### src/design/srs_pkg.sv
package srs_pkg;

  localparam int DATA_W      = 27;
  localparam int FRAME_W     = 32;
  localparam int ACK_W       = 32;
  localparam int SEQ_W       = 3;
  localparam int SLOTS       = 1 << SEQ_W;
  localparam int PERIOD_W    = 8;
  localparam int WINDOW_DEF  = 4;
  localparam int QUEUE_DEPTH = 2;

  localparam logic [FRAME_W-1:0]  END_FRAME    = 32'h8800_0000;
  localparam logic [PERIOD_W-1:0] PERIOD_RESET = 8'd2;

  typedef enum logic [1:0] {
    KIND_PAYLOAD = 2'd0,
    KIND_ACK     = 2'd1,
    KIND_TICK    = 2'd2,
    KIND_FINISH  = 2'd3
  } kind_t;

  // classified word handed from front to back
  typedef struct packed {
    kind_t              kind;
    logic [DATA_W-1:0]  payload;
    logic               data_par;
    logic               ack_ok;
    logic [SEQ_W-1:0]   ack_seq;
  } cmd_t;

  // result flags, frame_valid in the lowest bit
  typedef struct packed {
    logic all_acked;
    logic is_retransmission;
    logic accepted;
    logic frame_valid;
  } res_flags_t;

endpackage

### src/design/selective_repeat_sender.sv
// Channel   Dir  Handshake                       Word contents (lowest bit up)
// s_axis    in   s_axis_tvalid / s_axis_tready   tdata: payload[26:0], ack_word[58:27]
//                                                tuser: kind[1:0]
// m_axis    out  m_axis_tvalid / m_axis_tready   tdata: frame[31:0]
//                                                tuser: frame_valid, accepted,
//                                                       is_retransmission, all_acked
// cfg       in   cfg_we (no wait)                cfg_wdata: retransmit_period[7:0]
//
// One input word yields exactly one output word, passing through the queue and then
// the output register; one word a cycle is sustained while m_axis_tready stays high.
// The back stage updates ack flags, sequence and tick count once per cycle for each
// accepted word, which sets the rate: no kind of word keeps the back stage busy.
// Reset (rst, synchronous) marks every slot acked, clears sequence and tick count,
// empties the queue and loads a retransmit period of two.
// A stall on m_axis holds the output register; the two-entry queue keeps taking
// words until it fills, then s_axis_tready drops.
module selective_repeat_sender #(
  parameter int WINDOW = srs_pkg::WINDOW_DEF
) (
  input  logic        clk,
  input  logic        rst,
  // slave side: tdata = payload[26:0], ack_word[58:27], zeros above
  input  logic        s_axis_tvalid,
  output logic        s_axis_tready,
  input  logic [63:0] s_axis_tdata,
  // tuser = kind[1:0]
  input  logic [1:0]  s_axis_tuser,
  // master side: tdata = frame[31:0]
  output logic        m_axis_tvalid,
  input  logic        m_axis_tready,
  output logic [31:0] m_axis_tdata,
  // tuser = frame_valid, accepted, is_retransmission, all_acked
  output logic [3:0]  m_axis_tuser,
  // retransmit period register
  input  logic        cfg_we,
  input  logic [7:0]  cfg_wdata
);

  localparam int PAY_LO = 0;
  localparam int ACK_LO = srs_pkg::DATA_W;

  logic [srs_pkg::PERIOD_W-1:0] retransmit_period;
  srs_pkg::cmd_t                front_cmd;
  srs_pkg::cmd_t                queue_cmd;
  logic                         queue_valid;
  logic                         queue_ready;
  srs_pkg::res_flags_t          flags;

  // hold the period until the next write
  always_ff @(posedge clk) begin
    if (rst) begin
      retransmit_period <= srs_pkg::PERIOD_RESET;
    end else if (cfg_we) begin
      retransmit_period <= cfg_wdata;
    end
  end

  // front: decode kind, check the ack word, fold payload parity
  srs_front #(
    .WINDOW (WINDOW)
  ) u_front (
    .kind     (s_axis_tuser),
    .payload  (s_axis_tdata[PAY_LO +: srs_pkg::DATA_W]),
    .ack_word (s_axis_tdata[ACK_LO +: srs_pkg::ACK_W]),
    .cmd      (front_cmd)
  );

  // short queue: lets the back stall on m_axis without blocking s_axis at once
  srs_queue #(
    .DEPTH (srs_pkg::QUEUE_DEPTH)
  ) u_queue (
    .clk       (clk),
    .rst       (rst),
    .in_valid  (s_axis_tvalid),
    .in_ready  (s_axis_tready),
    .in_data   (front_cmd),
    .out_valid (queue_valid),
    .out_ready (queue_ready),
    .out_data  (queue_cmd)
  );

  // back: window state, frame store, retransmit timer and output register
  srs_back #(
    .WINDOW (WINDOW)
  ) u_back (
    .clk       (clk),
    .rst       (rst),
    .period    (retransmit_period),
    .cmd_valid (queue_valid),
    .cmd_ready (queue_ready),
    .cmd       (queue_cmd),
    .out_valid (m_axis_tvalid),
    .out_ready (m_axis_tready),
    .out_frame (m_axis_tdata),
    .out_flags (flags)
  );

  assign m_axis_tuser = flags;

  // a resend always carries a frame and counts as taken
  a_resend_is_frame: assert property (@(posedge clk) disable iff (rst)
    m_axis_tvalid && m_axis_tuser[2] |-> m_axis_tuser[0] && m_axis_tuser[1])
    else $error("resend without frame or acceptance");

  // the end frame leaves only with every slot acked
  a_end_all_acked: assert property (@(posedge clk) disable iff (rst)
    m_axis_tvalid && m_axis_tuser[0] && m_axis_tdata[27] |-> m_axis_tuser[3])
    else $error("end frame while frames pending");

  // no word comes out in the cycle after reset
  a_reset_quiet: assert property (@(posedge clk)
    rst |=> !m_axis_tvalid)
    else $error("output valid straight after reset");

endmodule

### src/design/srs_front.sv
module srs_front #(
  parameter int WINDOW = srs_pkg::WINDOW_DEF
) (
  input  logic [1:0]                 kind,
  input  logic [srs_pkg::DATA_W-1:0] payload,
  input  logic [srs_pkg::ACK_W-1:0]  ack_word,
  output srs_pkg::cmd_t              cmd
);

  localparam logic [srs_pkg::SEQ_W:0] MOD = (srs_pkg::SEQ_W + 1)'(2 * WINDOW);

  logic parity_even;
  logic high_clear;
  logic seq_in_range;

  assign parity_even  = ~(^ack_word);
  assign high_clear   = (ack_word[srs_pkg::ACK_W-1:srs_pkg::SEQ_W+1] == '0);
  assign seq_in_range = ({1'b0, ack_word[srs_pkg::SEQ_W:1]} < MOD);

  always_comb begin
    cmd.kind     = srs_pkg::kind_t'(kind);
    cmd.payload  = payload;
    cmd.data_par = ^payload;
    cmd.ack_ok   = parity_even && high_clear && seq_in_range;
    cmd.ack_seq  = ack_word[srs_pkg::SEQ_W:1];
  end

endmodule

### src/design/srs_queue.sv
module srs_queue #(
  parameter int DEPTH = srs_pkg::QUEUE_DEPTH
) (
  input  logic          clk,
  input  logic          rst,
  input  logic          in_valid,
  output logic          in_ready,
  input  srs_pkg::cmd_t in_data,
  output logic          out_valid,
  input  logic          out_ready,
  output srs_pkg::cmd_t out_data
);

  localparam int PTR_W = (DEPTH > 1) ? $clog2(DEPTH) : 1;
  localparam int CNT_W = $clog2(DEPTH + 1);
  localparam logic [CNT_W-1:0] FULL = CNT_W'(DEPTH);
  localparam logic [PTR_W-1:0] LAST = PTR_W'(DEPTH - 1);

  srs_pkg::cmd_t    entries [DEPTH];
  logic [PTR_W-1:0] wr_ptr;
  logic [PTR_W-1:0] rd_ptr;
  logic [CNT_W-1:0] count;
  logic             push;
  logic             pop;

  assign in_ready  = (count != FULL);
  assign out_valid = (count != '0);
  assign out_data  = entries[rd_ptr];
  assign push      = in_valid && in_ready;
  assign pop       = out_valid && out_ready;

  always_ff @(posedge clk) begin
    if (push) begin
      entries[wr_ptr] <= in_data;
    end
  end

  always_ff @(posedge clk) begin
    if (rst) begin
      wr_ptr <= '0;
      rd_ptr <= '0;
      count  <= '0;
    end else begin
      if (push) begin
        wr_ptr <= (wr_ptr == LAST) ? '0 : wr_ptr + PTR_W'(1);
      end
      if (pop) begin
        rd_ptr <= (rd_ptr == LAST) ? '0 : rd_ptr + PTR_W'(1);
      end
      if (push && !pop) begin
        count <= count + CNT_W'(1);
      end else if (pop && !push) begin
        count <= count - CNT_W'(1);
      end
    end
  end

endmodule

### src/design/srs_back.sv
module srs_back #(
  parameter int WINDOW = srs_pkg::WINDOW_DEF
) (
  input  logic                            clk,
  input  logic                            rst,
  input  logic [srs_pkg::PERIOD_W-1:0]    period,
  input  logic                            cmd_valid,
  output logic                            cmd_ready,
  input  srs_pkg::cmd_t                   cmd,
  output logic                            out_valid,
  input  logic                            out_ready,
  output logic [srs_pkg::FRAME_W-1:0]     out_frame,
  output srs_pkg::res_flags_t             out_flags
);

  localparam int SW = srs_pkg::SEQ_W;
  localparam logic [SW:0]   MOD     = (SW + 1)'(2 * WINDOW);
  localparam logic [SW-1:0] W_SEQ   = SW'(WINDOW);
  localparam logic [SW-1:0] SEQ_TOP = SW'(2 * WINDOW - 1);

  logic [srs_pkg::FRAME_W-1:0]  frames [srs_pkg::SLOTS];
  logic [srs_pkg::SLOTS-1:0]    acked;
  logic [srs_pkg::SLOTS-1:0]    acked_next;
  logic [SW-1:0]                next_seq;
  logic [SW-1:0]                next_seq_next;
  logic [srs_pkg::PERIOD_W-1:0] tick_count;
  logic [srs_pkg::PERIOD_W-1:0] tick_count_next;

  logic                         fire;
  logic [SW-1:0]                base;
  logic                         found;
  logic [SW-1:0]                oldest;
  logic [srs_pkg::FRAME_W-1:0]  new_frame;
  logic                         store;
  logic [srs_pkg::PERIOD_W-1:0] period_eff;
  logic [srs_pkg::PERIOD_W-1:0] tick_inc;
  logic [srs_pkg::FRAME_W-1:0]  res_frame;
  srs_pkg::res_flags_t          res_flags;

  assign cmd_ready = !out_valid || out_ready;
  assign fire      = cmd_valid && cmd_ready;

  // slot WINDOW sequence numbers back, also the oldest one in flight
  assign base = (next_seq >= W_SEQ) ? next_seq - W_SEQ : next_seq + W_SEQ;

  assign new_frame = {cmd.data_par ^ (^next_seq), next_seq, 1'b0, cmd.payload};

  assign period_eff = (period == '0) ? srs_pkg::PERIOD_W'(1) : period;
  assign tick_inc   = tick_count + srs_pkg::PERIOD_W'(1);

  // oldest unacked slot among the window, lowest offset wins
  always_comb begin
    logic [SW:0] cand;
    found  = 1'b0;
    oldest = base;
    cand   = '0;
    for (int i = WINDOW - 1; i >= 0; i--) begin
      cand = {1'b0, base} + (SW + 1)'(i);
      if (cand >= MOD) begin
        cand = cand - MOD;
      end
      if (!acked[cand[SW-1:0]]) begin
        found  = 1'b1;
        oldest = cand[SW-1:0];
      end
    end
  end

  always_comb begin
    acked_next      = acked;
    next_seq_next   = next_seq;
    tick_count_next = tick_count;
    store           = 1'b0;
    res_frame       = '0;
    res_flags       = '0;
    unique case (cmd.kind)
      srs_pkg::KIND_PAYLOAD: begin
        if (acked[base]) begin
          store                 = 1'b1;
          acked_next[next_seq]  = 1'b0;
          next_seq_next         = (next_seq == SEQ_TOP) ? '0 : next_seq + SW'(1);
          res_frame             = new_frame;
          res_flags.frame_valid = 1'b1;
          res_flags.accepted    = 1'b1;
        end
      end
      srs_pkg::KIND_ACK: begin
        if (cmd.ack_ok) begin
          acked_next[cmd.ack_seq] = 1'b1;
          res_flags.accepted      = 1'b1;
        end
      end
      srs_pkg::KIND_TICK: begin
        res_flags.accepted = 1'b1;
        tick_count_next    = tick_inc;
        if (tick_inc >= period_eff) begin
          tick_count_next = '0;
          if (found) begin
            res_frame                   = frames[oldest];
            res_flags.frame_valid       = 1'b1;
            res_flags.is_retransmission = 1'b1;
          end
        end
      end
      srs_pkg::KIND_FINISH: begin
        if (&acked) begin
          res_frame             = srs_pkg::END_FRAME;
          res_flags.frame_valid = 1'b1;
          res_flags.accepted    = 1'b1;
        end
      end
      default: begin
      end
    endcase
    // slots past the modulus are never cleared, so the whole vector serves
    res_flags.all_acked = &acked_next;
  end

  always_ff @(posedge clk) begin
    if (fire && store) begin
      frames[next_seq] <= new_frame;
    end
    if (fire) begin
      out_frame <= res_frame;
      out_flags <= res_flags;
    end
  end

  always_ff @(posedge clk) begin
    if (rst) begin
      acked      <= '1;
      next_seq   <= '0;
      tick_count <= '0;
      out_valid  <= 1'b0;
    end else begin
      if (fire) begin
        acked      <= acked_next;
        next_seq   <= next_seq_next;
        tick_count <= tick_count_next;
        out_valid  <= 1'b1;
      end else if (out_ready) begin
        out_valid <= 1'b0;
      end
    end
  end

endmodule
### config.mk
export PLATFORM = sky130hd
export DESIGN_NAME = selective_repeat_sender
export DESIGN_NICKNAME = d
export VERILOG_FILES = /design/src/design/srs_pkg.sv /design/src/design/selective_repeat_sender.sv /design/src/design/srs_front.sv /design/src/design/srs_queue.sv /design/src/design/srs_back.sv
export SDC_FILE = /design/constraint.sdc
export NUM_CORES = 1
export LEC_CHECK = 0
export ABC_CLOCK_PERIOD_IN_PS = 5170
export BUFFER_PORTS_ARGS = -buffer_cell sky130_fd_sc_hd__buf_2
export CAP_MARGIN = 20
export CORE_MARGIN = 2
export CORE_UTILIZATION = 60
export DETAILED_ROUTE_END_ITERATION = 10
export GPL_TIMING_DRIVEN = 0
export PLACE_DENSITY_LB_ADDON = 0.15
export SLEW_MARGIN = 20
export SYNTH_ARGS = -nofsm -noshare
export SYNTH_HDL_FRONTEND = slang
export SYNTH_SLANG_ARGS = --single-unit
### constraint.sdc
create_clock -name clk -period 5.17 [get_ports clk]
set_clock_uncertainty 0.2 [all_clocks]
set_input_delay 0.2585 -clock clk [delete_from_list [all_inputs] [get_ports clk]]
set_output_delay 0.2585 -clock clk [all_outputs]
set_load 0.005 [all_outputs]
==> reports/qor.csv <==
stage;metric;value;unit
outcome;status;finished clean;
routing;ant_nets;0;
cells_and_area;area_growth;17.5;%
worst_setup_path;cp-end-kind;flip-flop;
synth;synth_commonest_cells;edfxtp_1 (352), nand2_1 (218), and3_1 (69);
routing;wire_per_inst;22.3;um
routing;post-route-drc-count;0;
routing;finalWirelength;40.4;mm
floorplan;die_h;171;um
synth;synth_cells;1202;
synth;synth_top_flop_cell;edfxtp_1;
floorplan;initial_core_util;60.5;%
synth;yosysSeqAreaShare;67.2;%
synth;synth_seq_cells;385;
sta;slew_violations;0;
global_routing;first_global_vias;10600;
placed_design;dp_slack;565;ps
worst_hold_path;hold_path.class;in -> reg;
sta;fmax;0.216;GHz
sta;worst_pin_slew;1010;ps
synth;avgSynthCellArea;13.9;sq um
power;power_density;505;nW/um^2
sta;finalHoldViolCount;0;
synth;syn_nets;1312;
worst_setup_path;worstSetupStartpointType;flip-flop;
cells_and_area;diodes;0;
routing;viasPerCell;5.98;
sta;slew-limit-headroom;32.6;%
clock_network;tritoncts;built;
worst_setup_path;required;5350;ps
floorplan;rows;61;
synth;synth_area_leader_cell;edfxtp_1;
synth;async_flop_share;0;%
job;maxCapViolations;0;
sta;setup_slack;550;ps
clock_network;cts_sinks;385;
worst_setup_path;crit_fanout;14;
sta;post-route-period-util;89.4;%
routing;first_pass_iters;6;
routing;vias;10900;
synth;yosysUniqueCellTypes;65;
cells_and_area;nets;1517;
floorplan;die_w;171;um
global_routing;grt_pass1_wl;60.9;mm
cells_and_area;drive_above_1_share;19.6;%
floorplan;core_area;27600;sq um
clock_network;clkTransAtPathRegs;60;ps
clock_network;cts_root_buf;clkbuf_16;
synth;synthTopCellsByArea;edfxtp_1 (63%), nand2_1 (4.9%), dfxtp_1 (4.0%);
sta;period_minus_slack;4620;ps
floorplan;die-area;29200;sq um
worst_setup_path;cp.arrival;4800;ps
worst_setup_path;r2r_slack;550;ps
clock_network;cts_max_level;2;
synth;synth-edff-count;352;
worst_setup_path;worst-setup-path-type;reg -> reg;
global_routing;track_usage;28.1;%
clock_network;clk_latency;530;ps
power;peakVddDrop;0.365;mV
synth;ys_warn_count;0;
global_routing;antenna_found_initial;0;
floorplan;io_pins;117;
placed_design;hpwl;26.4;mm
placed_design;place.gp.congestion;0.857;
routing;drtIter0Drc;1240;
sta;rsz0062_at_grt;no;
synth;synth.cell_area;16700;sq um
clock_network;clockBufferDepth;3;
synth;yosysTopAreaCellShare;63.2;%
power;leakagePower;7.52;nW
global_routing;grt_max_degree;28;
placed_design;io_buffers;109;
global_routing;grt_overflow_total;0;
sta;setup_viol;0;
sta;setup_tns;0;ps
clock_network;numCtsBuffers;39;
synth;synth.most_common_cell;edfxtp_1;
[power by group]
part,total (mW),internal [mW],leakage (nW),switching [mW]
Combinational,3.14,1.13,3.44,2.01
Sequential,4.16,4.03,3.50,0.136
Clock,2.62,1.51,0.578,1.12
Total,9.93,6.67,7.52,3.26
[state kept, by name (all words and copies together) (netlist names), 3 cells and up, named ones only]
register and cells:
u_back.next_seq 3, u_back.tick_count 8, u_back.acked 8, retransmit_period 8
u_back.out_frame 32, u_queue.entries 68, u_back.out_flags 4, u_back.frames 248
[layout make-up]
type,instances,area (sq um)
clock buffers,56,1080
flip-flops and latches,385,11200
multi-input cells,703,4950
plain buffers,63,362
inverters,51,191
clock inverters,15,104
repair buffers,164,1250
well taps,378,473
fillers,1894,7980
[stage by stage]
step	instances	total power [mW]	cell area, sq um	hold slack, ps	utilization (%)
after floorplan	1202	6.14	16700	157	-
after global placement	1689	7.16	17700	250	64.2
after detailed placement	1701	7.30	18000	261	65.3
after CTS	1815	9.94	19600	14.9	71.1
after global routing	1815	10.3	19600	76.6	71.1
final	1815	9.93	19600	30.0	71.1
[final timing paths]
kind / endpoint / cells past startpoint / startpoint
worst max-delay path: u_back.out_frame[30]$_DFFE_PP_ / 12 / u_back.next_seq[1]$_SDFFE_PP0P_
worst min-delay path: retransmit_period[1]$_SDFFE_PP1P_ / 3 / cfg_we
worst max register to register: u_back.out_frame[30]$_DFFE_PP_ / 12 / u_back.next_seq[1]$_SDFFE_PP0P_
worst min register to register: u_back.tick_count[7]$_SDFFE_PP0P_ / 2 / u_back.tick_count[7]$_SDFFE_PP0P_
[per-layer routing]
metal  routed length [um]  share of wire, %  up-vias  GRT usage, %
li1                     -                 -     4935             -
met1                15900                39     5288          37.3
met2                20100                50      551          47.5
met3                 3370               8.3       84          4.77
met4                 1090               2.7        0          9.73
met5                    0                 0        -             0
[kinds of logic after synthesis]
logic type                 synth area share [%]
AOI/OAI and AO/OA                          7.30
xor gates and xnor gates                   3.35
adders and majority gates                  2.32
buffers and inverters                      3.31
DFF                                        67.2
muxes                                      6.47
and+or+nand+nor                            10.1
[timing repair]
action,CTS,global route
hold endpoints to repair,78,0
hold buffers,43,0
resized for setup,0,0
buffers inserted,0,0
[cells in the final DEF, fill, tap and decap left out, drive strengths merged, types with 4 or more instances in the layout]
master and instances:
a21oi 17, mux2i 48, nor3 7, xor2 15, mux2 31, nor4 4
dlygate4sd3 43, clkinv 13, clkbuf 76, nand3 17, a22oi 7, nand2 218
o211ai 7, inv 52, mux4 11, buf 164, edfxtp 352, nand4 5
a2111oi 29, a31oi 34, xnor2 45, a221o 30, ha 31, nor2 34
and3 69, dfxtp 33, o21ai 8, nand2b 5, o32ai 4
[worst max-delay path, stage by stage (launching register included)]
cell and delay [ps]:
dfxtp_1 660, buf_2 350, inv_1 120, ha_1 380, buf_2 260, mux2_2 350, a211o_1 330, o21ai_2 340
buf_2 340, clkbuf_1 530, nand2_1 120, a31oi_1 240, a221o_1 230
Power figures use the tool's default switching activity.
